### config.mk
export PLATFORM = sky130hd
export DESIGN_NAME = sbcu_fifo
export DESIGN_NICKNAME = d
export VERILOG_FILES = /design/src/rtl/sbcu_pkg.sv /design/src/rtl/sbcu_fifo.sv
export SDC_FILE = /design/constraint.sdc
export NUM_CORES = 1
export LEC_CHECK = 0
export BUFFER_PORTS_ARGS = -buffer_cell sky130_fd_sc_hd__buf_4
export CELL_PAD_IN_SITES_DETAIL_PLACEMENT = 1
export CELL_PAD_IN_SITES_GLOBAL_PLACEMENT = 1
export CORE_MARGIN = 2
export CORE_UTILIZATION = 47
export DETAILED_ROUTE_END_ITERATION = 12
export PLACE_DENSITY_LB_ADDON = 0.1
export RECOVER_POWER = 100
export SYNTH_ARGS = -nofsm -noshare
export SYNTH_HDL_FRONTEND = slang
export SYNTH_SLANG_ARGS = --single-unit
### constraint.sdc
create_clock -name clk_i -period 3.3 [get_ports clk_i]
set_input_delay 0.66 -clock clk_i [delete_from_list [all_inputs] [get_ports clk_i]]
set_output_delay 0.66 -clock clk_i [all_outputs]
set_load 0.05 [all_outputs]
### src/rtl/sbcu_pkg.sv
`timescale 1ns / 1ps

package sbcu_pkg;

  localparam int TABLE_DEPTH   = 256;
  localparam int ADDR_W        = $clog2(TABLE_DEPTH);
  localparam int POS_W         = 16;
  localparam int ERR_POS_W     = 16;
  localparam int CP_W          = 21;
  localparam int BYTE_W        = 8;
  localparam int SURR_W        = 10;
  localparam int FIFO_DEPTH    = 2;
  localparam int FIFO_PTR_W    = $clog2(FIFO_DEPTH);
  localparam int FIFO_CNT_W    = $clog2(FIFO_DEPTH + 1);

  localparam logic [CP_W-1:0] CP_REPLACEMENT = 21'h00FFFD;
  localparam logic [CP_W-1:0] CP_UNICODE_END = 21'h110000;
  localparam logic [CP_W-1:0] CP_HIGH_FIRST  = 21'h00D800;
  localparam logic [CP_W-1:0] CP_HIGH_LAST   = 21'h00DBFF;
  localparam logic [CP_W-1:0] CP_LOW_FIRST   = 21'h00DC00;
  localparam logic [CP_W-1:0] CP_LOW_LAST    = 21'h00DFFF;
  localparam logic [CP_W-1:0] CP_SUPP_BASE   = 21'h010000;
  localparam logic [BYTE_W-1:0] C1_FIRST     = 8'h80;
  localparam logic [BYTE_W-1:0] C1_END       = 8'hA0;

  typedef enum logic [1:0] {
    CMD_LOAD   = 2'd0,
    CMD_DECODE = 2'd1,
    CMD_END    = 2'd2,
    CMD_CLEAR  = 2'd3
  } cmd_e;

  typedef enum logic [2:0] {
    CLS_PLAIN,
    CLS_LOW,
    CLS_HIGH,
    CLS_UNDEF,
    CLS_C1,
    CLS_BEYOND
  } cls_e;

  typedef enum logic [1:0] {
    ST_VALID        = 2'd0,
    ST_BADLY_FORMED = 2'd1,
    ST_INVALID      = 2'd2
  } status_e;

  typedef enum logic [1:0] {
    ERR_NONE      = 2'd0,
    ERR_UNDEFINED = 2'd1,
    ERR_BEYOND    = 2'd2,
    ERR_SURROGATE = 2'd3
  } err_e;

  // Classified operation passed from the front end to the back end
  typedef struct packed {
    cmd_e             cmd;
    cls_e             cls;
    logic [CP_W-1:0]  entry;
  } op_t;

endpackage

### src/rtl/sbcu_fifo.sv
`timescale 1ns / 1ps

module sbcu_fifo import sbcu_pkg::*; (
  input  logic clk_i,
  input  logic rst_ni,
  input  logic push_valid_i,
  output logic push_ready_o,
  input  op_t  push_data_i,
  output logic head_valid_o,
  input  logic pop_i,
  output op_t  head_o
);

  op_t                   mem_q [FIFO_DEPTH];
  logic [FIFO_PTR_W-1:0] wr_ptr_q, wr_ptr_d, rd_ptr_q, rd_ptr_d;
  logic [FIFO_CNT_W-1:0] count_q, count_d;
  logic                  push, pop;

  assign push_ready_o = (count_q != FIFO_CNT_W'(FIFO_DEPTH));
  assign head_valid_o = (count_q != '0);
  assign push         = push_valid_i && push_ready_o;
  assign pop          = pop_i && head_valid_o;
  assign head_o       = mem_q[rd_ptr_q];

  always_comb begin
    wr_ptr_d = wr_ptr_q;
    rd_ptr_d = rd_ptr_q;
    count_d  = count_q;
    if (push) begin
      wr_ptr_d = (wr_ptr_q == FIFO_PTR_W'(FIFO_DEPTH - 1)) ? '0 : wr_ptr_q + 1'b1;
    end
    if (pop) begin
      rd_ptr_d = (rd_ptr_q == FIFO_PTR_W'(FIFO_DEPTH - 1)) ? '0 : rd_ptr_q + 1'b1;
    end
    if (push && !pop) begin
      count_d = count_q + 1'b1;
    end else if (pop && !push) begin
      count_d = count_q - 1'b1;
    end
  end

  always_ff @(posedge clk_i or negedge rst_ni) begin
    if (!rst_ni) begin
      wr_ptr_q <= '0;
      rd_ptr_q <= '0;
      count_q  <= '0;
    end else begin
      wr_ptr_q <= wr_ptr_d;
      rd_ptr_q <= rd_ptr_d;
      count_q  <= count_d;
    end
  end

  always_ff @(posedge clk_i) begin
    if (push) begin
      mem_q[wr_ptr_q] <= push_data_i;
    end
  end

endmodule

Word level (Yosys, flattened, before mapping) --
Memory sizes are Yosys's and may differ from the RTL's. Index checks and enable logic that the tools add are counted.
Storage, ports and cells: flip-flop bits (word level) 4, bits in latches 0, memory bits (writable) 52, bits in read-only memories 0, input port bits 30, output and inout bits 28, memories 1
Memories:
- mem_q | depth 2, width 26, rd ports 1, clocked after Yosys merged registers in 0, wr ports 1, RTL line sbcu_fifo.sv:14 | op_t mem_q [FIFO_DEPTH];
Cells by class: add/subtract/negate cells 4, multiply operators 0, div/mod/pow operators 0, order comparisons 0, eq/ne operators 1, shift operators 0, multiplexer cells 6, bitwise operators 0, reduce and logical (&&, ||, !) cells 8
Operators by type and width (number):
- logical AND 1 bit | 4
- two-way mux 1 bit | 4
- two-way mux 2 bit | 2
- nonzero test 2 bit | 2
- adder 1 bit, second input constant | 2
- adder 2 x 1 -> 2 bit, second input constant | 1
- logical NOT 1 bit | 2
- != test 2 bit, second input constant | 1
- subtractor 2 x 1 -> 2 bit, second input constant | 1

Depth between registers and ports, before layout --
Gate-level depths: netlist of run 1.
depth in word-level cells 6, depth in mapped cells 7, gate-level depth less buffers 7

Worst setup path after synthesis of run 1 --
No wires, ideal clock.
path type reg2reg, from register count_q[0], to memory mem_q[0][0] in the netlist's numbering (enable), setup time 0.409 ns, arrival 2.177 ns, path slack 0.714 ns, cell stages (with the launch flop) 4, clock period less this slack 2.586 ns, path through dfrtp_1 nand2b_1 nand2_1 nor2_1
Between the ends: word-level cells in the longest chain between the ends 4
RTL lines:
- start, declared | RTL line sbcu_fifo.sv:16 | logic [FIFO_CNT_W-1:0] count_q, count_d;
- start signal, assigned | RTL line sbcu_fifo.sv:50 | count_q <= count_d;
- != test 2 bit | RTL line sbcu_fifo.sv:19 | assign push_ready_o = (count_q != FIFO_CNT_W'(FIFO_DEPTH));
- named net push_ready_o | RTL line sbcu_fifo.sv:7 | output logic push_ready_o,
- logical AND 1 bit | RTL line sbcu_fifo.sv:21 | assign push = push_valid_i && push_ready_o;
- two-way mux 1 bit | RTL line sbcu_fifo.sv:55 | if (push) begin
- two-way mux 1 bit (not written as such) | RTL line sbcu_fifo.sv:56 | mem_q[wr_ptr_q] <= push_data_i;
- end, declared | RTL line sbcu_fifo.sv:14
The timed path passes the listed nets, and every way through them passes these cells.

==> results_dict.tcl, run 1 <==
set metrics [dict create \
    h-tree-depth 2 \
    wl_per_cell_um 16.6 \
    status "finished with violations" \
    clockBufferDepth 2 \
    initial_core_util_pct 49.2 \
    grt_pass1_wl_um 5750 \
    drt_iter0_drc 48 \
    final_nets 194 \
    hold_buffers 0 \
    max-cap-violations 1 \
    slew_headroom_pct 0.0459 \
    diodes 0 \
    wl_um 3590 \
    finalSetupViolations 0 \
    rsz0062_at_grt "no" \
    coreArea_mm2 0.00441 \
    grt_pass1_vias 1186 \
    yosysSeqAreaShare_pct 76.5 \
    vias 1052 \
    cts.sinks 56 \
    drc 0 \
    die-width_um 72.0 \
    synth.avg_cell_area_um2 21.9 \
    max_stage_delay_ns 0.73 \
    netlist_area_mm2 0.00217 \
    grt_overflow 0 \
    power.total_uw 2600 \
    drive_gt1_share_pct 32.9 \
    violations "capacitance limit" \
    first_pass_iters 2 \
    p_per_area_mw_per_mm2 1010 \
    die_area_mm2 0.00518 \
    critical_path_arrival_ns 1.93 \
    fin_setup_tns_ns 0 \
    cts_root_buf "clkbuf_8" \
    finalHoldViolCount 0 \
    critPathLaunchType "flip-flop" \
    grt_max_degree 27 \
    min_path_type "in -> async" \
    period_share_pct 78.6 \
    crit_type "reg -> out" \
    portBuffers 57 \
    clock_skew_ns 0.00258 \
    synth_nets 130 \
    worstMarginPinSlew_ns 1.50 \
    die_y_um 72.0 \
    rrSetupSlack_ns 0.72 \
    cp.required_ns 2.64 \
    syn2layout_area_growth_pct 19.0 \
    cp_max_fo 15 \
    drv_slew 0 \
    layout_min_cycle_time_ns 2.59 \
    vdd_drop_max_v 0.000444 \
    clock.fmax_ghz 0.386 \
    synth_cell_types 15 \
    worstPathCellList "buf_12 > mux2_4 > clkbuf_1" \
    num_rows 24 \
    numCtsBuffers 5 \
    clk_pin_slew_ns 0.09 \
    cts_tree "done" \
    ant_nets 0 \
    syn_inst 99 \
    grt.total_usage_pct 15.2 \
    cts_resized 0 \
    synth_seq_cells 56 \
    end_kind "output port" \
    p_leak_uw 0.000954 \
    hpwlAfterDp_um 2630 \
    postCtsSetupBuffers 0 \
    gp_congestion 0.671 \
    synth_warnings 0 \
    insertion_delay_ns 0.29 \
    slowest_stage "dfrtp_1" \
    vias_per_cell 4.87 \
    pin_count 58 \
    hold_slack_ns 0.182 \
    antenna_found_initial 0 \
]
==> metal layers <==
metal | vias up | wire [um] | global-route usage, % | part of all wire (%)
met3 | 6 | 255 | 5.97 | 7.1
li1 | 507 | - | - | -
met5 | - | 0 | 0 | 0
met4 | 0 | 40 | 4.61 | 1.1
met2 | 37 | 1960 | 27.7 | 55
met1 | 502 | 1330 | 16.3 | 37
==> logic make-up (layout without fill, tap and decap cells) <==
family | count (synthesis) | in the layout | share of synthesized area (%)
buffers and inverters | 4 | 69 | 2.54
multiplexers | 26 | 26 | 16.8
adder cells (fa/ha/maj) | 1 | 1 | 0.576
flip-flops | 56 | 56 | 76.5
XOR/XNOR | 5 | 5 | 2.02
AND/OR/NAND/NOR | 7 | 7 | 1.56
==> state kept, by name (all words and copies together) (netlist names) <==
signal,count
rd_ptr_q,1
wr_ptr_q,1
mem_q,52
count_q,2
==> synth_stat cells (all sizes together) <==
library cell | n | area (um^2)
xnor2 | 3 | 26.3
dfrtp | 4 | 100
xor2 | 2 | 17.5
nand2b | 1 | 6.26
mux2 | 26 | 364
inv | 1 | 3.75
nor2 | 2 | 7.51
and3 | 1 | 6.26
nand2 | 2 | 7.51
edfxtp | 52 | 1560
ha | 1 | 12.5
buf | 3 | 51.3
or2 | 1 | 6.26
==> power breakdown <==
part	total [uW]	leakage (uW)	switching [uW]	internal [uW]
logic	1190	0.000379	836	358
clock network	341	0.0000453	197	144
registers	1060	0.000530	84.0	980
==> layout make-up <==
| class | count | area (um^2) |
|---|---|---|
| timing repair buffer | 60 | 335 |
| inverter | 1 | 3.75 |
| fill | 422 | 1830 |
| clock inverter | 3 | 13.8 |
| multi-input combinational | 39 | 435 |
| tap | 52 | 65.1 |
| sequential | 56 | 1660 |
| clock buffer | 5 | 68.8 |
==> final timing paths <==
check                                  startpoint                      to  cells past startpoint
setup / recovery             rd_ptr_q$_DFFE_PN0P_               head_o[7]                      3
hold / removal                             rst_ni  count_q[1]$_DFFE_PN0P_                      1
setup reg to reg           count_q[0]$_DFFE_PN0P_   mem_q[0][8]$_DFFE_PP_                      4
hold reg to reg            count_q[1]$_DFFE_PN0P_  count_q[1]$_DFFE_PN0P_                      1
max in group asynchronous                  rst_ni    rd_ptr_q$_DFFE_PN0P_                      1
min in group clk_i         count_q[1]$_DFFE_PN0P_  count_q[1]$_DFFE_PN0P_                      1
==> worst max-delay path, delay by kind of cell (launching register included) <==
kind	cells	cell delay (ns)
multiplexers	1	0.17
buffers and inverters	2	0.72
flip-flops	1	0.73
==> layout by cell type, fill, tap and decap left out <==
master,synthesis,routed
clkbuf_8,0,5
nor2_1,2,2
clkbuf_1,0,34
buf_4,0,7
xnor2_1,3,3
nand2_1,2,2
inv_1,1,1
dfrtp_1,4,4
clkinv_2,0,2
xor2_1,2,2
or2_1,1,1
buf_12,2,1
nand2b_1,1,1
mux2_1,0,5
and3_1,1,1
edfxtp_1,52,52
ha_1,1,1
clkbuf_4,0,18
mux2_4,19,14
clkinv_1,0,1
mux2_2,7,7
==> per-stage QoR <==
stage	cells	util, %	setup slack, ns	cell area (um^2)
after floorplan	99	-	0.714	2170
after global placement	208	60.0	1.13	2650
after detailed placement	208	60.0	1.11	2650
after CTS	216	61.9	0.753	2730
after global routing	216	58.5	0.407	2580
final	216	58.5	0.707	2580
(Power assumes the default switching activity.)
==> run 2: changes to the inputs <==
- CORE_UTILIZATION: 47 -> 39
- clock period: 3.3 -> 2.3 ns (I/O delays scaled with it)
==> results_dict.tcl, run 2 (same netlist as run 1, synthesis figures left out) <==
set metrics [dict create \
    status "finished, final reports clean" \
    registers.top_by_ff_count "mem_q" \
    finalSetupViolations 0 \
    largest_reg_flops 52 \
    clk_pin_slew_ns 0.09 \
    cts.sinks 56 \
    gp_congestion 0.619 \
    final_nets 198 \
    worstHoldPathCells 1 \
    vias_per_cell 4.50 \
    die-width_um 78.6 \
    pin_count 58 \
    grt_max_degree 17 \
    r2r_start "count_q[0]$_DFFE_PN0P_" \
    slew_headroom_pct 42.6 \
    vdd_drop_max_v 0.000566 \
    clockBufferDepth 2 \
    cts_root_buf "clkbuf_8" \
    drc 0 \
    critical_path_arrival_ns 1.60 \
    r2r_cells 4 \
    h-tree-depth 2 \
    diodes 0 \
    rsz0062_at_grt "no" \
    max-cap-violations 0 \
    worstMarginPinSlew_ns 0.861 \
    grt_overflow 0 \
    finalHoldViolCount 0 \
    period_share_pct 89.7 \
    vias 1079 \
    coreArea_mm2 0.00544 \
    hpwlAfterDp_um 2640 \
    layout_min_cycle_time_ns 2.06 \
    final_cell_mix "edfxtp_1 (52), mux2_4 (19), clkbuf_2 (19)" \
    hold_slack_ns 0.363 \
    min_to "mem_q[1][5]$_DFFE_PP_" \
    drive_gt1_share_pct 48.2 \
    antenna_found_initial 0 \
    fin_setup_tns_ns 0 \
    die_area_mm2 0.00618 \
    min_path_type "in -> reg" \
    portBuffers 57 \
    rrSetupSlack_ns 0.44 \
    grt.total_usage_pct 12.6 \
    ant_nets 0 \
    grt_pass1_vias 1196 \
    insertion_delay_ns 0.30 \
    end_kind "output port" \
    final_common_cell "edfxtp_1" \
    drv_slew 0 \
    initial_core_util_pct 39.9 \
    drt_iter0_drc 49 \
    grt_pass1_wl_um 5810 \
    numCtsBuffers 5 \
    worstHoldStart "push_data_i[5]" \
    syn2layout_area_growth_pct 23.1 \
    crit_type "reg -> out" \
    wl_um 3610 \
    postCtsSetupBuffers 0 \
    cp.required_ns 1.84 \
    reg2reg_to "mem_q[0][18]$_DFFE_PP_" \
    cts_tree "done" \
    die_y_um 78.6 \
    clock_skew_ns 0.00404 \
    clock.fmax_ghz 0.485 \
    reg_top3 "mem_q: 52 flops, count_q: 2 flops" \
    p_leak_uw 0.00104 \
    cp_max_fo 12 \
    wl_per_cell_um 15.0 \
    first_pass_iters 4 \
    num_rows 27 \
    p_per_area_mw_per_mm2 1430 \
    critPathLaunchType "flip-flop" \
]
[run 2: report_power, final]
group / internal (uW) / total [uW] / switching [uW]
combinational: 595 / 1850 / 1250
sequential: 1400 / 1480 / 75.5
clock: 207 / 495 / 288
total: 2210 / 3820 / 1620
[run 2: area by class of cell]
type	count	area [um^2]
Fill cell	537	2770
Multi-Input combinational cell	39	454
Tap cell	72	90.1
Clock buffer	5	68.8
Inverter	1	3.75
Sequential cell	56	1660
Clock inverter	3	13.8
Timing Repair Buffer	64	379
[run 2: what timing repair did]
| action | 4_1_cts | 5_1_grt |
|---|---|---|
| hold buffers | 1 | 0 |
| hold endpoints to repair | 4 | 0 |
| gates resized for setup | 0 | 0 |
[run 2: worst max-delay path by stage]
stage	start	endpoint	cells after the start
after floorplan	count_q[0]$_DFFE_PN0P_	mem_q[0][0]$_DFFE_PP_	3
final	rd_ptr_q$_DFFE_PN0P_	head_o[25]	3
after CTS	rd_ptr_q$_DFFE_PN0P_	head_o[0]	3
after global placement	rd_ptr_q$_DFFE_PN0P_	head_o[0]	3
after detailed placement	rd_ptr_q$_DFFE_PN0P_	head_o[0]	3
after global routing	rd_ptr_q$_DFFE_PN0P_	head_o[25]	3
[run 2: metrics by stage]
| stage | util, % | worst slack [ns] | instances | total power (uW) | instance area, um^2 |
|---|---|---|---|---|---|
| final | 49.1 | 0.237 | 240 | 3820 | 2670 |
| after floorplan | - | 0.132 | 99 | 3050 | 2170 |
| after global routing | 49.1 | 0.143 | 240 | 4010 | 2670 |
| after CTS | 51.1 | 0.341 | 240 | 4020 | 2780 |
| after global placement | 49.4 | 0.704 | 231 | 3470 | 2690 |
| after detailed placement | 49.4 | 0.683 | 231 | 3520 | 2690 |
[run 2: worst max-delay path, stage by stage (launching register included)]
cell and delay (ns):
dfrtp_1 0.35, clkbuf_2 0.34, mux2_2 0.38, clkbuf_2 0.23
[run 2: routing by layer]
metal | track usage, % | routed length [um] | up-vias
met1 | 14.8 | 1390 | 530
met4 | 3.68 | 46 | 0
li1 | - | - | 510
met5 | 0 | 0 | -
met2 | 22.0 | 1950 | 34
met3 | 4.37 | 215 | 5
==> run 3: changes to the inputs <==
- CORE_ASPECT_RATIO: default -> 1.75
==> results_dict.tcl, run 3 (same netlist as run 1, synthesis figures left out) <==
set metrics [dict create \
    status "finished, final reports clean" \
    clock_skew_ns 0.00537 \
    cp_max_fo 10 \
    drv_slew 0 \
    grt_pass1_vias 1158 \
    h-tree-depth 2 \
    end_kind "output port" \
    min_path_type "in -> reg" \
    drt_iter0_drc 12 \
    first_pass_iters 4 \
    grt_pass1_wl_um 5460 \
    cp.required_ns 1.84 \
    coreArea_mm2 0.00545 \
    crit_type "reg -> out" \
    vias 1085 \
    grt.total_usage_pct 12.3 \
    finalHoldViolCount 0 \
    cts.sinks 56 \
    critPathLaunchType "flip-flop" \
    critical_path_arrival_ns 1.67 \
    finalSetupViolations 0 \
    reg_top3 "mem_q: 52 flops, count_q: 2 flops" \
    hpwlAfterDp_um 2680 \
    cts_root_buf "clkbuf_8" \
    period_share_pct 92.5 \
    vias_per_cell 4.45 \
    p_leak_uw 0.00104 \
    largest_reg_flops 52 \
    r2r_cells 4 \
    power_frac_comb_pct 46.8 \
    worstPathCellList "buf_4 > mux2_2 > buf_2" \
    insertion_delay_ns 0.30 \
    num_rows 36 \
    portBuffers 57 \
    gp_congestion 0.685 \
    grt_overflow 0 \
    cts_tree "done" \
    worstHoldPathCells 1 \
    clock.fmax_ghz 0.470 \
    drc 0 \
    p_sw_uw 1630 \
    final_cell_mix "edfxtp_1 (52), clkbuf_4 (20), mux2_4 (19)" \
    pin_count 58 \
    final_common_cell "edfxtp_1" \
    max_stage_delay_ns 0.59 \
    clk_pin_slew_ns 0.10 \
    post-route-util_pct 49.4 \
    path_delay_family "flip-flops" \
    p_per_area_mw_per_mm2 1430 \
    die_y_um 103 \
    fin_setup_tns_ns 0 \
    layout_min_cycle_time_ns 2.13 \
    rsz0062_at_grt "no" \
    syn2layout_area_growth_pct 24.0 \
    die_area_mm2 0.00620 \
    worstMarginPinSlew_ns 0.928 \
    final.fill_count 544 \
    initial_core_util_pct 39.8 \
    antenna_found_initial 0 \
    power_frac_clock_pct 13.4 \
    vdd_drop_max_v 0.000719 \
    clockBufferDepth 2 \
    drive_gt1_share_pct 50.0 \
    final_nets 198 \
    numCtsBuffers 5 \
    ant_nets 0 \
    grt_max_degree 18 \
    internal-power_uw 2220 \
    cp.depth 3 \
    wl_um 3620 \
    path_buf_inv 2 \
    slowest_stage "dfrtp_2" \
    registers.top_by_ff_count "mem_q" \
    p_seq_share_pct 39.8 \
    max-cap-violations 0 \
    wl_per_cell_um 14.8 \
    swShare_pct 42.4 \
    slew_headroom_pct 38.1 \
    postCtsSetupBuffers 0 \
    die-width_um 60.4 \
    diodes 0 \
]
## run 3: cell count changes in the layout (fill, tap and decap cells not counted), moves of 2 or more
cell        before  now
buf_2            0    6
buf_4           11    6
clkbuf_1        15   13
clkbuf_2        19   17
clkbuf_4        18   20
clkinv_2         2    0
clkinvlp_4       0    2
## run 3: stage by stage
step | worst slack [ns] | power (uW) | instance area (um^2) | hold WS [ns] | std cells
2_1_floorplan | 0.132 | 3050 | 2170 | 0.164 | 99
3_3_place_gp | 0.538 | 3500 | 2700 | 0.259 | 235
3_5_place_dp | 0.503 | 3540 | 2700 | 0.261 | 235
4_1_cts | 0.165 | 4060 | 2800 | 0.325 | 244
5_1_grt | 0.0894 | 4030 | 2690 | 0.348 | 244
6_report | 0.173 | 3840 | 2690 | 0.355 | 244
## run 3: power by group through the flow
| stage | registers [uW] | clock network, uW | logic [uW] |
|---|---|---|---|
| 3_5_place_dp | 1560 | 0 | 1990 |
| 3_3_place_gp | 1540 | 0 | 1960 |
| 5_1_grt | 1560 | 560 | 1900 |
| 6_report | 1530 | 514 | 1800 |
| 4_1_cts | 1530 | 533 | 1990 |
| 2_1_floorplan | 1480 | 0 | 1560 |
## run 3: repair_timing
item	in CTS	in global routing
hold endpoints to repair	4	0
gates resized for setup	0	0
hold buffers	1	0
## run 3: routing by layer
layer,track usage (%),wire length (um),up-vias
met5,0,0,-
met4,4.62,35,0
met3,3.01,198,4
met2,21.3,1990,36
met1,14.2,1390,536
li1,-,-,509
## run 3: area by class of cell
cell class | instances | area, um^2 | area share, %
clock buffers | 5 | 68.8 | 2.56
well taps | 76 | 95.1 | 3.53
inverters | 1 | 3.75 | 0.139
flip-flops and latches | 56 | 1660 | 61.8
multi-input cells | 39 | 454 | 16.9
repair buffers | 64 | 389 | 14.5
clock inverters | 3 | 18.8 | 0.697
## run 3: worst paths after layout
path	startpoint	endpoint	slack [ns]
max	rd_ptr_q$_DFFE_PN0P_	head_o[12]	0.17
min in group asynchronous	rst_ni	wr_ptr_q$_DFFE_PN0P_	0.53
max reg2reg	count_q[0]$_DFFE_PN0P_	mem_q[0][19]$_DFFE_PP_	0.42
min	push_data_i[23]	mem_q[0][23]$_DFFE_PP_	0.36
min reg2reg	wr_ptr_q$_DFFE_PN0P_	wr_ptr_q$_DFFE_PN0P_	0.50
max in group asynchronous	rst_ni	rd_ptr_q$_DFFE_PN0P_	1.56
## run 3: worst register-to-register path: stages (launching register included)
cell      delay, ns
dfrtp_1        0.43
nand2b_1       0.18
nand2_1        0.11
nor2_1         0.14
clkbuf_1       0.66
