File: config.mk
export PLATFORM = sky130hd
export DESIGN_NAME = sbcu_back_flat
export DESIGN_NICKNAME = d
export VERILOG_FILES = /design/src/rtl/sbcu_pkg.sv /design/src/rtl/sbcu_if.sv /design/src/rtl/sbcu_back.sv /design/src/flat_wrapper.sv
export SDC_FILE = /design/constraint.sdc
export NUM_CORES = 1
export LEC_CHECK = 0
export BUFFER_PORTS_ARGS = -buffer_cell sky130_fd_sc_hd__buf_2
export CAP_MARGIN = 20
export CORE_MARGIN = 4
export CORE_UTILIZATION = 40
export CTS_BUF_LIST = sky130_fd_sc_hd__clkbuf_2 sky130_fd_sc_hd__clkbuf_4 sky130_fd_sc_hd__clkbuf_8
export CTS_CLUSTER_SIZE = 28
export DETAILED_ROUTE_END_ITERATION = 12
export GPL_ROUTABILITY_DRIVEN = 0
export GPL_TIMING_DRIVEN = 0
export PLACE_DENSITY = 0.67
export SLEW_MARGIN = 20
export SYNTH_ARGS = -nofsm -noshare
export SYNTH_HDL_FRONTEND = slang
export SYNTH_SLANG_ARGS = --single-unit
File: constraint.sdc
create_clock -name clk_i -period 13.39 [get_ports clk_i]
set_input_delay 0.6695 -clock clk_i [delete_from_list [all_inputs] [get_ports clk_i]]
set_output_delay 0.6695 -clock clk_i [all_outputs]
set_load 0.01 [all_outputs]
File: src/rtl/sbcu_pkg.sv
`timescale 1ns / 1ps

package sbcu_pkg;

  localparam int TABLE_DEPTH   = 256;
  localparam int ADDR_W        = $clog2(TABLE_DEPTH);
  localparam int POS_W         = 16;
  localparam int ERR_POS_W     = 16;
  localparam int CP_W          = 21;
  localparam int BYTE_W        = 8;
  localparam int SURR_W        = 10;
  localparam int FIFO_DEPTH    = 2;
  localparam int FIFO_PTR_W    = $clog2(FIFO_DEPTH);
  localparam int FIFO_CNT_W    = $clog2(FIFO_DEPTH + 1);

  localparam logic [CP_W-1:0] CP_REPLACEMENT = 21'h00FFFD;
  localparam logic [CP_W-1:0] CP_UNICODE_END = 21'h110000;
  localparam logic [CP_W-1:0] CP_HIGH_FIRST  = 21'h00D800;
  localparam logic [CP_W-1:0] CP_HIGH_LAST   = 21'h00DBFF;
  localparam logic [CP_W-1:0] CP_LOW_FIRST   = 21'h00DC00;
  localparam logic [CP_W-1:0] CP_LOW_LAST    = 21'h00DFFF;
  localparam logic [CP_W-1:0] CP_SUPP_BASE   = 21'h010000;
  localparam logic [BYTE_W-1:0] C1_FIRST     = 8'h80;
  localparam logic [BYTE_W-1:0] C1_END       = 8'hA0;

  typedef enum logic [1:0] {
    CMD_LOAD   = 2'd0,
    CMD_DECODE = 2'd1,
    CMD_END    = 2'd2,
    CMD_CLEAR  = 2'd3
  } cmd_e;

  typedef enum logic [2:0] {
    CLS_PLAIN,
    CLS_LOW,
    CLS_HIGH,
    CLS_UNDEF,
    CLS_C1,
    CLS_BEYOND
  } cls_e;

  typedef enum logic [1:0] {
    ST_VALID        = 2'd0,
    ST_BADLY_FORMED = 2'd1,
    ST_INVALID      = 2'd2
  } status_e;

  typedef enum logic [1:0] {
    ERR_NONE      = 2'd0,
    ERR_UNDEFINED = 2'd1,
    ERR_BEYOND    = 2'd2,
    ERR_SURROGATE = 2'd3
  } err_e;

  // Classified operation passed from the front end to the back end
  typedef struct packed {
    cmd_e             cmd;
    cls_e             cls;
    logic [CP_W-1:0]  entry;
  } op_t;

endpackage

File: src/rtl/sbcu_if.sv


interface sbcu_out_if import sbcu_pkg::*; ();
  logic                 valid;
  logic                 ready;
  logic [CP_W-1:0]      code_point;
  logic                 has_char;
  logic                 last;
  logic [1:0]           status;
  logic [1:0]           error_kind;
  logic [ERR_POS_W-1:0] error_position;

  modport source (output valid, code_point, has_char, last, status, error_kind,
                  error_position, input ready);
  modport sink   (input valid, code_point, has_char, last, status, error_kind,
                  error_position, output ready);
endinterface

File: src/rtl/sbcu_back.sv
`timescale 1ns / 1ps

module sbcu_back import sbcu_pkg::*; (
  input  logic        clk_i,
  input  logic        rst_ni,
  input  logic        head_valid_i,
  input  op_t         head_i,
  output logic        pop_o,
  sbcu_out_if.source  result
);

  logic              held_q, held_d;
  logic [SURR_W-1:0] held_lo_q, held_lo_d;
  status_e           status_q, status_d;
  err_e              err_kind_q, err_kind_d;
  logic [POS_W-1:0]  err_pos_q, err_pos_d;
  logic [POS_W-1:0]  byte_idx_q, byte_idx_d;

  logic              out_valid_q;
  logic [CP_W-1:0]   out_cp_q;
  logic              out_has_q, out_last_q;
  status_e           out_status_q;
  err_e              out_err_kind_q;
  logic [POS_W-1:0]  out_err_pos_q;

  logic              can_emit, need_emit, fire, pop_ok, note_err, bump_idx;
  err_e              err_code;
  logic [CP_W-1:0]   res_cp;
  logic              res_has, res_last;
  logic [CP_W-1:0]   combined;

  assign can_emit = !out_valid_q || result.ready;
  assign combined = CP_SUPP_BASE + CP_W'({held_lo_q, head_i.entry[SURR_W-1:0]});

  // Step on the head op; a held surrogate in front of a character is flushed
  // first and the same op is taken again on the next step.
  always_comb begin
    held_d     = held_q;
    held_lo_d  = held_lo_q;
    status_d   = status_q;
    err_kind_d = err_kind_q;
    err_pos_d  = err_pos_q;
    byte_idx_d = byte_idx_q;
    need_emit  = 1'b0;
    pop_ok     = 1'b1;
    note_err   = 1'b0;
    err_code   = ERR_NONE;
    bump_idx   = 1'b0;
    res_cp     = CP_REPLACEMENT;
    res_has    = 1'b1;
    res_last   = 1'b1;

    unique case (head_i.cmd)
      CMD_CLEAR: begin
        held_d     = 1'b0;
        held_lo_d  = '0;
        status_d   = ST_VALID;
        err_kind_d = ERR_NONE;
        err_pos_d  = '0;
        byte_idx_d = '0;
      end
      CMD_END: begin
        need_emit = 1'b1;
        if (held_q) begin
          held_d   = 1'b0;
          note_err = 1'b1;
          err_code = ERR_SURROGATE;
        end else begin
          res_cp  = '0;
          res_has = 1'b0;
        end
      end
      CMD_DECODE: begin
        if (head_i.cls == CLS_LOW) begin
          need_emit = 1'b1;
          bump_idx  = 1'b1;
          if (held_q) begin
            held_d = 1'b0;
            res_cp = combined;
          end else begin
            note_err = 1'b1;
            err_code = ERR_SURROGATE;
          end
        end else if (held_q) begin
          need_emit = 1'b1;
          held_d    = 1'b0;
          note_err  = 1'b1;
          err_code  = ERR_SURROGATE;
          if (head_i.cls == CLS_HIGH) begin
            held_d    = 1'b1;
            held_lo_d = head_i.entry[SURR_W-1:0];
            bump_idx  = 1'b1;
          end else begin
            res_last = 1'b0;
            pop_ok   = 1'b0;
          end
        end else begin
          bump_idx = 1'b1;
          case (head_i.cls)
            CLS_HIGH: begin
              held_d    = 1'b1;
              held_lo_d = head_i.entry[SURR_W-1:0];
            end
            CLS_UNDEF: begin
              need_emit = 1'b1;
              note_err  = 1'b1;
              err_code  = ERR_UNDEFINED;
            end
            CLS_BEYOND: begin
              need_emit = 1'b1;
              note_err  = 1'b1;
              err_code  = ERR_BEYOND;
            end
            CLS_C1: begin
              need_emit = 1'b1;
              res_cp    = head_i.entry;
              if (status_q == ST_VALID) begin
                status_d = ST_BADLY_FORMED;
              end
            end
            default: begin
              need_emit = 1'b1;
              res_cp    = head_i.entry;
            end
          endcase
        end
      end
      CMD_LOAD: begin
        // loads never reach this side; drop
      end
    endcase

    if (note_err) begin
      status_d = ST_INVALID;
      if (err_kind_q == ERR_NONE) begin
        err_kind_d = err_code;
        err_pos_d  = byte_idx_q;
      end
    end

    if (head_i.cmd == CMD_END) begin
      byte_idx_d = '0;
    end else if (bump_idx && byte_idx_q != '1) begin
      byte_idx_d = byte_idx_q + 1'b1;
    end
  end

  assign fire  = head_valid_i && (!need_emit || can_emit);
  assign pop_o = fire && pop_ok;

  always_ff @(posedge clk_i or negedge rst_ni) begin
    if (!rst_ni) begin
      held_q      <= 1'b0;
      held_lo_q   <= '0;
      status_q    <= ST_VALID;
      err_kind_q  <= ERR_NONE;
      err_pos_q   <= '0;
      byte_idx_q  <= '0;
      out_valid_q <= 1'b0;
    end else begin
      if (fire) begin
        held_q     <= held_d;
        held_lo_q  <= held_lo_d;
        status_q   <= status_d;
        err_kind_q <= err_kind_d;
        err_pos_q  <= err_pos_d;
        byte_idx_q <= byte_idx_d;
      end
      if (can_emit) begin
        out_valid_q <= fire && need_emit;
      end
    end
  end

  always_ff @(posedge clk_i) begin
    if (fire && need_emit) begin
      out_cp_q       <= res_cp;
      out_has_q      <= res_has;
      out_last_q     <= res_last;
      out_status_q   <= status_d;
      out_err_kind_q <= err_kind_d;
      out_err_pos_q  <= err_pos_d;
    end
  end

  assign result.valid          = out_valid_q;
  assign result.code_point     = out_cp_q;
  assign result.has_char       = out_has_q;
  assign result.last           = out_last_q;
  assign result.status         = out_status_q;
  assign result.error_kind     = out_err_kind_q;
  assign result.error_position = ERR_POS_W'(out_err_pos_q);

endmodule

File: src/flat_wrapper.sv
// flat-port wrapper written by rule: the top's interface ports become plain ports
module sbcu_back_flat import sbcu_pkg::*;
  (clk_i, rst_ni, head_valid_i, head_i, pop_o, result_valid, result_code_point, result_has_char, result_last, result_status, result_error_kind, result_error_position, result_ready);
  sbcu_out_if result_i ();
  input  logic clk_i;
  input  logic rst_ni;
  input  logic head_valid_i;
  input  op_t head_i;
  output logic pop_o;
  output wire logic [$bits(result_i.valid)-1:0] result_valid;
  output wire logic [$bits(result_i.code_point)-1:0] result_code_point;
  output wire logic [$bits(result_i.has_char)-1:0] result_has_char;
  output wire logic [$bits(result_i.last)-1:0] result_last;
  output wire logic [$bits(result_i.status)-1:0] result_status;
  output wire logic [$bits(result_i.error_kind)-1:0] result_error_kind;
  output wire logic [$bits(result_i.error_position)-1:0] result_error_position;
  input wire logic [$bits(result_i.ready)-1:0] result_ready;
  assign result_valid = result_i.valid;
  assign result_code_point = result_i.code_point;
  assign result_has_char = result_i.has_char;
  assign result_last = result_i.last;
  assign result_status = result_i.status;
  assign result_error_kind = result_i.error_kind;
  assign result_error_position = result_i.error_position;
  assign result_i.ready = result_ready;
  sbcu_back u_core (.clk_i(clk_i), .rst_ni(rst_ni), .head_valid_i(head_valid_i), .head_i(head_i), .pop_o(pop_o), .result(result_i));
endmodule
---- Word-level counts from Yosys, hierarchy flattened ----
Cells that the tools add are included.
operators by class
  order comparisons ....................... 0
  add/subtract/negate cells ............... 2
  reduce and logical (&&, ||, !) cells .... 19
  bitwise gates (word level) .............. 0
  shifts and indexed selects .............. 0
  multipliers ............................. 0
  divide/modulo/power cells ............... 0
  eq/ne operators ......................... 11
  mux-type cells .......................... 47
operators by type and width
  operator                                       number
  two-way mux 16 bit                             7
  two-way mux 21 bit                             4
  case mux 21 bit (2 select lines)               1
  two-way mux 2 bit                              12
  adder 17 x 20 -> 21 bit, first input constant  1
  two-way mux 10 bit                             2
  case mux 10 bit (2 select lines)               1
  adder 16 x 1 -> 16 bit, second input constant  1
  inequality test 16 bit, second input constant  1
  two-way mux 1 bit                              14
  case mux 2 bit (2 select lines)                3
  == test 3 x 2 -> 1 bit, second input constant  2
  == test 3 bit, second input constant           2
  case mux 1 bit (2 select lines)                3
  == test 2 bit, second input constant           2
  logical AND 1 bit                              4
  zero test 2 bit                                2
  AND reduction 2 bit                            2
  AND reduction 4 bit                            1
  nonzero test 2 bit                             2
  OR reduction 2 bit                             2
  == test 3 x 1 -> 1 bit, second input constant  1
  nonzero test 3 bit                             1
  OR reduction 3 bit                             1
  5 further kinds                                7
storage, ports and cells
  flip-flop bits (word level) ............. 91
  logic and storage cells ................. 92
  memory bits (read-only) ................. 0
  latch bits .............................. 0
  memory bits (writable) .................. 0
  memories kept ........................... 0
  input port bits ......................... 30
  output and inout bits ................... 45

---- Longest topological paths before layout ----
Gate-level depths: netlist (run 1).
  word-level depth ........................ 9
  mapped depth ............................ 10
  depth with buffers taken out ............ 7

---- Worst setup path after synthesis (run 1) ----
No wires, ideal clock.
  path kind ............................... input -> register
  start ................................... input port head_i[24] (netlist bit)
  end ..................................... register u_core.out_cp_q[0], in the netlist u_core.result.code_point[0] (enable)
  data arrival time ....................... 4.559 ns
  stages .................................. 6
  data required time ...................... 12.893 ns
  slack ................................... 8.334 ns
  library setup time ...................... 0.497 ns
  path through ............................ inv_1 -> ha_1 -> nand4b_1 -> o211ai_1 -> clkbuf_1 -> nor3_1
on the way
  word-level cells in the longest chain between the ends .. 6
  elaborated cells between the ends (all ways) .. 7
  those cells by class .................... 2 x eq/ne; 1 x mux; 4 x reduce/logical
RTL lines
  what                                                     line               text
  from (decl)                                              flat_wrapper.sv:8  input op_t head_i;
  == test 2 x 1 -> 1 bit or == test 2 bit (tied branches)  sbcu_back.sv:53    unique case (head_i.cmd)
  case mux 1 bit (2 select lines) *                        sbcu_back.sv:53
  zero test 1 bit                                          sbcu_back.sv:148   assign fire = head_valid_i && (!need_emit || can_emit);
  logical OR 1 bit                                         sbcu_back.sv:148
  logical AND 1 bit                                        sbcu_back.sv:148
  logical AND 1 bit *                                      sbcu_back.sv:176   if (fire && need_emit) begin
  to (signal assigned)                                     sbcu_back.sv:177   out_cp_q <= res_cp;
  to (decl)                                                sbcu_back.sv:20    logic [CP_W-1:0] out_cp_q;
Every way passes the cells marked *; elsewhere a longest branch is shown, timed or not.
A chain may end at the register's enable or synchronous reset.

---- Final worst setup path (run 1) ----
  start ................................... input port head_i[24] (netlist bit)
  end ..................................... output port pop_o
on the way
  word-level cells in the longest chain between the ends .. 6
  elaborated cells between the ends (all ways) .. 8
  those cells by class .................... 2 x eq/ne; 2 x mux; 4 x reduce/logical
RTL lines
  what                                                     line               text
  == test 2 x 1 -> 1 bit or == test 2 bit (tied branches)  sbcu_back.sv:53
  case mux 1 bit (2 select lines)                          sbcu_back.sv:53
  zero test 1 bit                                          sbcu_back.sv:148
  logical OR 1 bit                                         sbcu_back.sv:148
  logical AND 1 bit                                        sbcu_back.sv:148
  logical AND 1 bit *                                      sbcu_back.sv:149   assign pop_o = fire && pop_ok;
  to (decl)                                                flat_wrapper.sv:9  output logic pop_o;
Marks and branches as above.

==> summary.md, run 1 <==
| Metric | Value |
|---|---|
| Routed WL | 11.4 mm |
| Synthesized area per cell | around 10 sq um |
| CTS H-tree lvls | 3 |
| Commonest non-fill, non-tap cell in the layout | buf_2 |
| Crit start category | primary input |
| CTS root buf | clkbuf_8 |
| Sequential area share after synthesis | 0.545 |
| Setup violations, final | 0 |
| CTS Buffer Depth | 2 |
| Most frequent cells in the layout | buf_2, nand2_1, dfrtp_1 |
| Power Total | 0.000618 W |
| Starting Density | 0.414 |
| Fmax | ~290 MHz |
| Setup TNS | 0 ns |
| Post-layout net count | around 570 |
| Vias | roughly 3,800 |
| Synth top area share | 0.282 |
| Worst Tran Pin Value | approximately 0.77 ns |
| Main synth FF type | dfrtp_1 |
| Layout cell share with drive strength beyond 1 | 0.218 |
| Syn Std Cell Area | between 4000 and 5000 sq um |
| Crit Path Class | primary input to output pin |
| Die Span Y | 115 um |
| RSZ-0062 raised after global routing | false |
| Worst Path Required | between 10 and 15 ns |
| GRT overflow | 0 |
| Synth Net Count | 484 |
| Crit. End Element | output pin |
| HP Class | primary input to async pin |
| Maximum vdd drop | between 0.05 and 0.06 mV |
| First-pass GRT wire length | 18.5 mm |
| Period utilisation layout | 0.257 |
| Num rows | 38 |
| Clk pin slew, worst setup/hold paths | ~0.10 ns |
| Max_cap viols | 0 |
| I/O pin total | 75 |
| I/O Buffers | 73 |
| Worst skew pair latency | ~0.37 ns |
| Async S/R FF share, synth | 0.527 |
| Post-CTS Setup Inserts | 0 |
| Critical path arrival | around 2.8 ns |
| Vias in the first global route | approximately 3,700 |
| Via-per-instance ratio | 5.59 |
| Routed Antenna Nets | 0 |
| Detailed-route DRC error count | 0 |
| Cell taking the most area after synthesis | edfxtp_1 |
| Final hold vios | 0 |
| Number of gates resized after CTS | 0 |
| Static Leak | 2.23 nW |
| Pin count of the biggest net entering global routing | 49 |
| TritonCTS clock tree | yes |
| Number of CTS-inserted buffers | 9 |
| Library cells used by synthesis | 60 |
| Antenna cells | 0 |
| Die W | around 110 um |
| Die ar. | 13,200 sq um |
| Initial DRT Pass Iterations | 5 |
| Cts-stage hold buffer count | 0 |
| Clock sinks | 91 |
| Status | finished clean |
| Mapped Cells | about 450 |
| Synth area leaders | edfxtp_1, dfrtp_1, nand2_1 |
| Initial DRC Count | roughly 420 |
| Clk_skew | around 0.012 ns |
| Core area | between 10,000 and 15,000 sq um |
| Initial antenna violation count | 0 |
| PwrDens | around 120 nW/um^2 |
| Final critical-path required period | 3.44 ns |
| Tot GR Track Use | 0.177 |
| Layout area overhead | 17.0% |
| Post-synth EDFFs | 43 |
| WL/cell | about 17 um |
| Yosys warning count | 0 |
| Slew Limit Fails | 0 |
| Crit Path Max Fanout | 10 |
| #FFs+latches synth | roughly 90 |
| Relative slew slack | 0.486 |
| DPL Wire Length | slightly above 8 mm |
## report_power, final
part	internal, W	switching [W]
Sequential	0.000314	0.0000160
Clock	0.0000914	0.000100
Combinational	0.0000351	0.0000606
## cell type report
class / count / area [sq um]
Fill cell: 1052 / 5680
Sequential cell: 91 / 2490
Multi-Input combinational cell: 303 / 1850
Timing Repair Buffer: 77 / 398
Tap cell: 140 / 175
Buffer: 32 / 149
Clock buffer: 10 / 138
Inverter: 22 / 82.6
Clock inverter: 6 / 63.8
## cells in the mapped netlist, types with 3 or more instances
cell type / count
a32o_1: 3
nor2b_1: 8
inv_1: 21
nor4_1: 4
o31ai_1: 3
a22o_1: 18
nand4_1: 4
a22oi_1: 6
ha_1: 6
a21oi_1: 12
o21ai_0: 44
nor3_1: 5
buf_2: 11
nand2_1: 69
and3_1: 4
clkbuf_1: 18
edfxtp_1: 43
nand2b_1: 19
dfrtp_1: 48
o211ai_1: 4
a32oi_1: 4
o221ai_1: 6
a21o_1: 5
nand3_1: 18
nand4b_1: 4
nor2_1: 18
## logic make-up (layout without fill, tap and decap cells)
group | Yosys count | in the layout | share of synthesized area
AND/OR/NAND/NOR | 168 | 168 | 0.190
AO/OA/AOI/OAI | 126 | 126 | 0.192
flip-flops | 91 | 91 | 0.545
buffers and inverters | 54 | 147 | 0.0506
adder cells (fa/ha/maj) | 6 | 6 | 0.0164
XOR/XNOR | 3 | 3 | 0.00575
## state kept, by name, summed over array words and instances (netlist names), 2 cells and up
| signal | count |
|---|---|
| u_core.byte_idx_q | 16 |
| u_core.err_kind_q | 2 |
| u_core.err_pos_q | 16 |
| u_core.held_lo_q | 10 |
| u_core.result.code_point | 21 |
| u_core.result.error_kind | 2 |
| u_core.result.error_position | 16 |
| u_core.result.status | 2 |
| u_core.status_q | 2 |
## layer usage
metal | track usage | part of all wire
met1 | 0.247 | 0.46
met2 | 0.279 | 0.46
met3 | 0.0379 | 0.065
met4 | 0.0556 | 0.013
met5 | 0 | 0
## stage by stage
stage / instances / utilization / setup slack (ns) / cell area, sq um / hold slack, ns
6_report: 681 / 0.485 / 9.95 / 5350 / 0.307
5_1_grt: 681 / 0.485 / 9.85 / 5350 / 0.358
4_1_cts: 681 / 0.485 / 10.01 / 5350 / 0.332
3_5_place_dp: 665 / 0.467 / 9.69 / 5150 / 0.482
3_3_place_gp: 661 / 0.463 / 6.65 / 5110 / 0.483
2_1_floorplan: 448 / - / 8.33 / 4570 / 0.374
## worst max-delay path: stages
cell and delay, ns:
buf_2 0.11, inv_1 0.06, ha_1 0.45, nand4b_1 0.16
o211ai_1 0.53, clkbuf_1 0.53, a21oi_1 0.07, buf_2 0.17
## path summary, 6_finish.rpt
path / startpoint / endpoint / slack [ns] / cells after the start
setup reg to reg: u_core.held_q / u_core.result.error_position[6] / 10.20 / 8
hold reg to reg: u_core.err_pos_q[13] / u_core.err_pos_q[13] / 0.51 / 1
hold / removal: rst_ni / u_core.err_pos_q[9] / 0.31 / 1
min in group clk_i: u_core.err_pos_q[13] / u_core.err_pos_q[13] / 0.51 / 1
max in group asynchronous: rst_ni / u_core.held_lo_q[1] / 12.65 / 1
setup / recovery: head_i[24] / pop_o / 9.95 / 8
Note: power is estimated with default switching activity, not from simulation.
==> inputs of run 2 (changes only) <==
--- a/config.mk
+++ b/config.mk
@@ -14,7 +14,7 @@
 export DETAILED_ROUTE_END_ITERATION = 12
 export GPL_ROUTABILITY_DRIVEN = 0
 export GPL_TIMING_DRIVEN = 0
-export PLACE_DENSITY = 0.67
+export PLACE_DENSITY = 0.69
 export SLEW_MARGIN = 20
 export SYNTH_ARGS = -nofsm -noshare
 export SYNTH_HDL_FRONTEND = slang
==> constraint.sdc (replaced) <==
create_clock -name clk_i -period 3.12 [get_ports clk_i]
set_input_delay 0.156 -clock clk_i [delete_from_list [all_inputs] [get_ports clk_i]]
set_output_delay 0.156 -clock clk_i [all_outputs]
set_load 0.01 [all_outputs]
==> run 2 against run 1 <==
Non-clock buffer count unchanged. Combinational power rose to 4.3 times the previous value. Utilization up 0.45 points. Die area unchanged. Clock-buffer cell count up 1. Clock power rose to 4.7 times the previous value. Via count down 1.6%. Cell area up 0.94%. Largest cell class unchanged. Final cell count down 0.15%. Worst setup slack worse by 9.7 ns. Critical endpoint is now u_core.result.error_position[10].
==> summary.md, run 2 (synthesis gave the netlist of run 1 again) <==
| Metric | Value |
|---|---|
| Max_cap viols | 0 (unchanged) |
| Worst skew pair latency | 0.36 ns (about the same) |
| First-pass GRT wire length | 18.5 mm (-0.15%) |
| Layout area overhead | 18.1% |
| Initial DRT Pass Iterations | 8 (+3) |
| CTS H-tree lvls | 3 (unchanged) |
| Number of CTS-inserted buffers | 9 (unchanged) |
| CP max stage delay | 0.50 ns (-0.03 ns) |
| Power Total | 0.00274 W (+340%) |
| Relative slew slack | 0.440 (-0.0467) |
| CP most frequent cell | buf_8 |
| Layout cell share with drive strength beyond 1 | 0.215 (-0.00330) |
| Tot GR Track Use | 0.177 (-0.000575) |
| CTS root buf | clkbuf_8 |
| Commonest non-fill, non-tap cell in the layout | buf_2 |
| CTS Buffer Depth | 2 (unchanged) |
| GRT overflow | 0 (unchanged) |
| Period utilisation layout | 0.917 |
| Final hold vios | 0 (unchanged) |
| Num rows | 38 (unchanged) |
| Vias in the first global route | 3,695 (+1.2%) |
| Crit Path Max Fanout | 19 (+9) |
| Crit. End Element | register |
| Via-per-instance ratio | 5.50 (-1.5%) |
| Reg2Reg Capture Point | u_core.result.error_position[10] |
| DPL Wire Length | 8.09 mm (-0.65%) |
| Hold path cells | 3 |
| Setup violations, final | 0 (unchanged) |
| Reg2reg start | u_core.held_q |
| Hold EP | u_core.held_lo_q[0] |
| Reg2reg path depth | 6 (-2) |
| Detailed-route DRC error count | 0 (unchanged) |
| Worst Path Required | 3.18 ns (-9.54 ns) |
| TritonCTS clock tree | yes |
| WL/cell | 16.5 um (-1.2%) |
| Antenna cells | 0 (unchanged) |
| Initial antenna violation count | 0 (unchanged) |
| RSZ-0062 raised after global routing | false |
| I/O Buffers | 73 (unchanged) |
| Setup slack, reg-to-reg | 0.26 ns (-9.94 ns) |
| Dpl cell area | 5150 sq um (about the same) |
| Largest register FFs | 21 (unchanged) |
| Clk pin slew, worst setup/hold paths | 0.09 ns (about the same) |
| Clock sinks | 91 (unchanged) |
| Static Leak | 2.25 nW (+0.87%) |
| Die W | 115 um (unchanged) |
| HP Class | primary input to register |
| Final critical-path required period | ~2.9 ns |
| Routed Antenna Nets | 0 (unchanged) |
| Vias | 3,742 (-1.6%) |
| Die ar. | 13,200 sq um (unchanged) |
| PwrDens | 506 nW/um^2 (+340%) |
| Post-CTS Setup Inserts | 0 (unchanged) |
| Slew Limit Fails | 0 (unchanged) |
| Most frequent cells in the layout | buf_2, nand2_1, dfrtp_1 |
| I/O pin total | 75 (unchanged) |
| Hold Startpoint | head_i[0] |
| Worst Tran Pin Value | 0.837 ns (+0.0697 ns) |
| Crit Path Class | register to register |
| Hold Slack | 0.0398 ns (-0.268 ns) |
| Crit start category | register |
| Die Span Y | 115 um (unchanged) |
| Post-layout net count | 572 (unchanged) |
| Core area | 11,000 sq um (unchanged) |
| Status | finished clean |
| Fmax | ~350 MHz |
| Worst-path cell chain | nor4b_2, o211ai_1, clkbuf_1, nor3_4, buf_8, buf_8 |
| Initial DRC Count | 429 (+3.1%) |
| Slowest-stage cell, CP | nor3_4 |
| Maximum vdd drop | 0.213 mV (+320%) |
| Pin count of the biggest net entering global routing | 49 (unchanged) |
| Routed WL | 11.2 mm (-1.4%) |
| Finished Cell Area | 5400 sq um (+0.94%) |
| Starting Density | 0.414 (unchanged) |
| Critical path arrival | 2.92 ns (+0.15 ns) |
| Clk_skew | 0.00608 ns (-0.00630 ns) |
run 2: worst max-delay path: cells and delay by family (launching register included):
kind	cells	cell delay [ns]
flip-flops	1	0.45
AND/OR/NAND/NOR	2	0.92
buffers and inverters	3	0.83
AO/OA/AOI/OAI	1	0.34
run 2: per-layer routing:
| metal | global-route usage | up-vias | wire length (um) |
|---|---|---|---|
| met1 | 0.240 | 1798 | 5120 |
| met5 | 0 | - | 0 |
| met2 | 0.283 | 132 | 5320 |
| li1 | - | 1800 | - |
| met4 | 0.0618 | 0 | 141 |
| met3 | 0.0353 | 12 | 644 |
run 2: final cells by class:
| cell class | instances | area, sq um |
|---|---|---|
| Clock buffer | 11 | 151 |
| Buffer | 32 | 149 |
| Multi-Input combinational cell | 303 | 1860 |
| Timing Repair Buffer | 77 | 418 |
| Sequential cell | 91 | 2490 |
| Tap cell | 140 | 175 |
| Clock inverter | 4 | 73.8 |
| Inverter | 22 | 82.6 |
| Fill cell | 1004 | 5630 |
run 2: worst max-delay path by stage:
stage	from	end	slack, ns	depth (start not counted)
2_1_floorplan	u_core.held_q	u_core.result.code_point[0]	0.41	4
3_3_place_gp	head_i[24]	u_core.result.error_position[7]	-0.31	7
3_5_place_dp	head_i[24]	u_core.result.error_position[10]	0.26	9
4_1_cts	u_core.held_q	u_core.result.error_position[10]	0.25	6
5_1_grt	u_core.held_q	u_core.result.error_position[10]	0.04	6
6_report	u_core.held_q	u_core.result.error_position[10]	0.26	6
run 2: timing repair:
item                                    in CTS  in global routing
gates resized for setup                      0                  0
hold buffers                                 1                  1
endpoints found under the setup margin       0                  0
endpoints found under the hold margin        1                 48
run 2: stage by stage:
step                instances  setup TNS, ns   util  setup WS [ns]
floorplan                 448              0      -          0.411
global placement          661         -13.18  0.464         -0.312
detailed placement        663              0  0.467          0.257
CTS                       679              0  0.489          0.251
global route              680              0  0.490         0.0422
finish                    680              0  0.490          0.260
run 2: where the power goes:
| group | switching, W | total (W) | leakage [nW] | internal, W |
|---|---|---|---|---|
| sequential | 0.0000710 | 0.00142 | 1.07 | 0.00135 |
| clock | 0.000415 | 0.000906 | 0.115 | 0.000491 |
| combinational | 0.000257 | 0.000409 | 1.06 | 0.000152 |
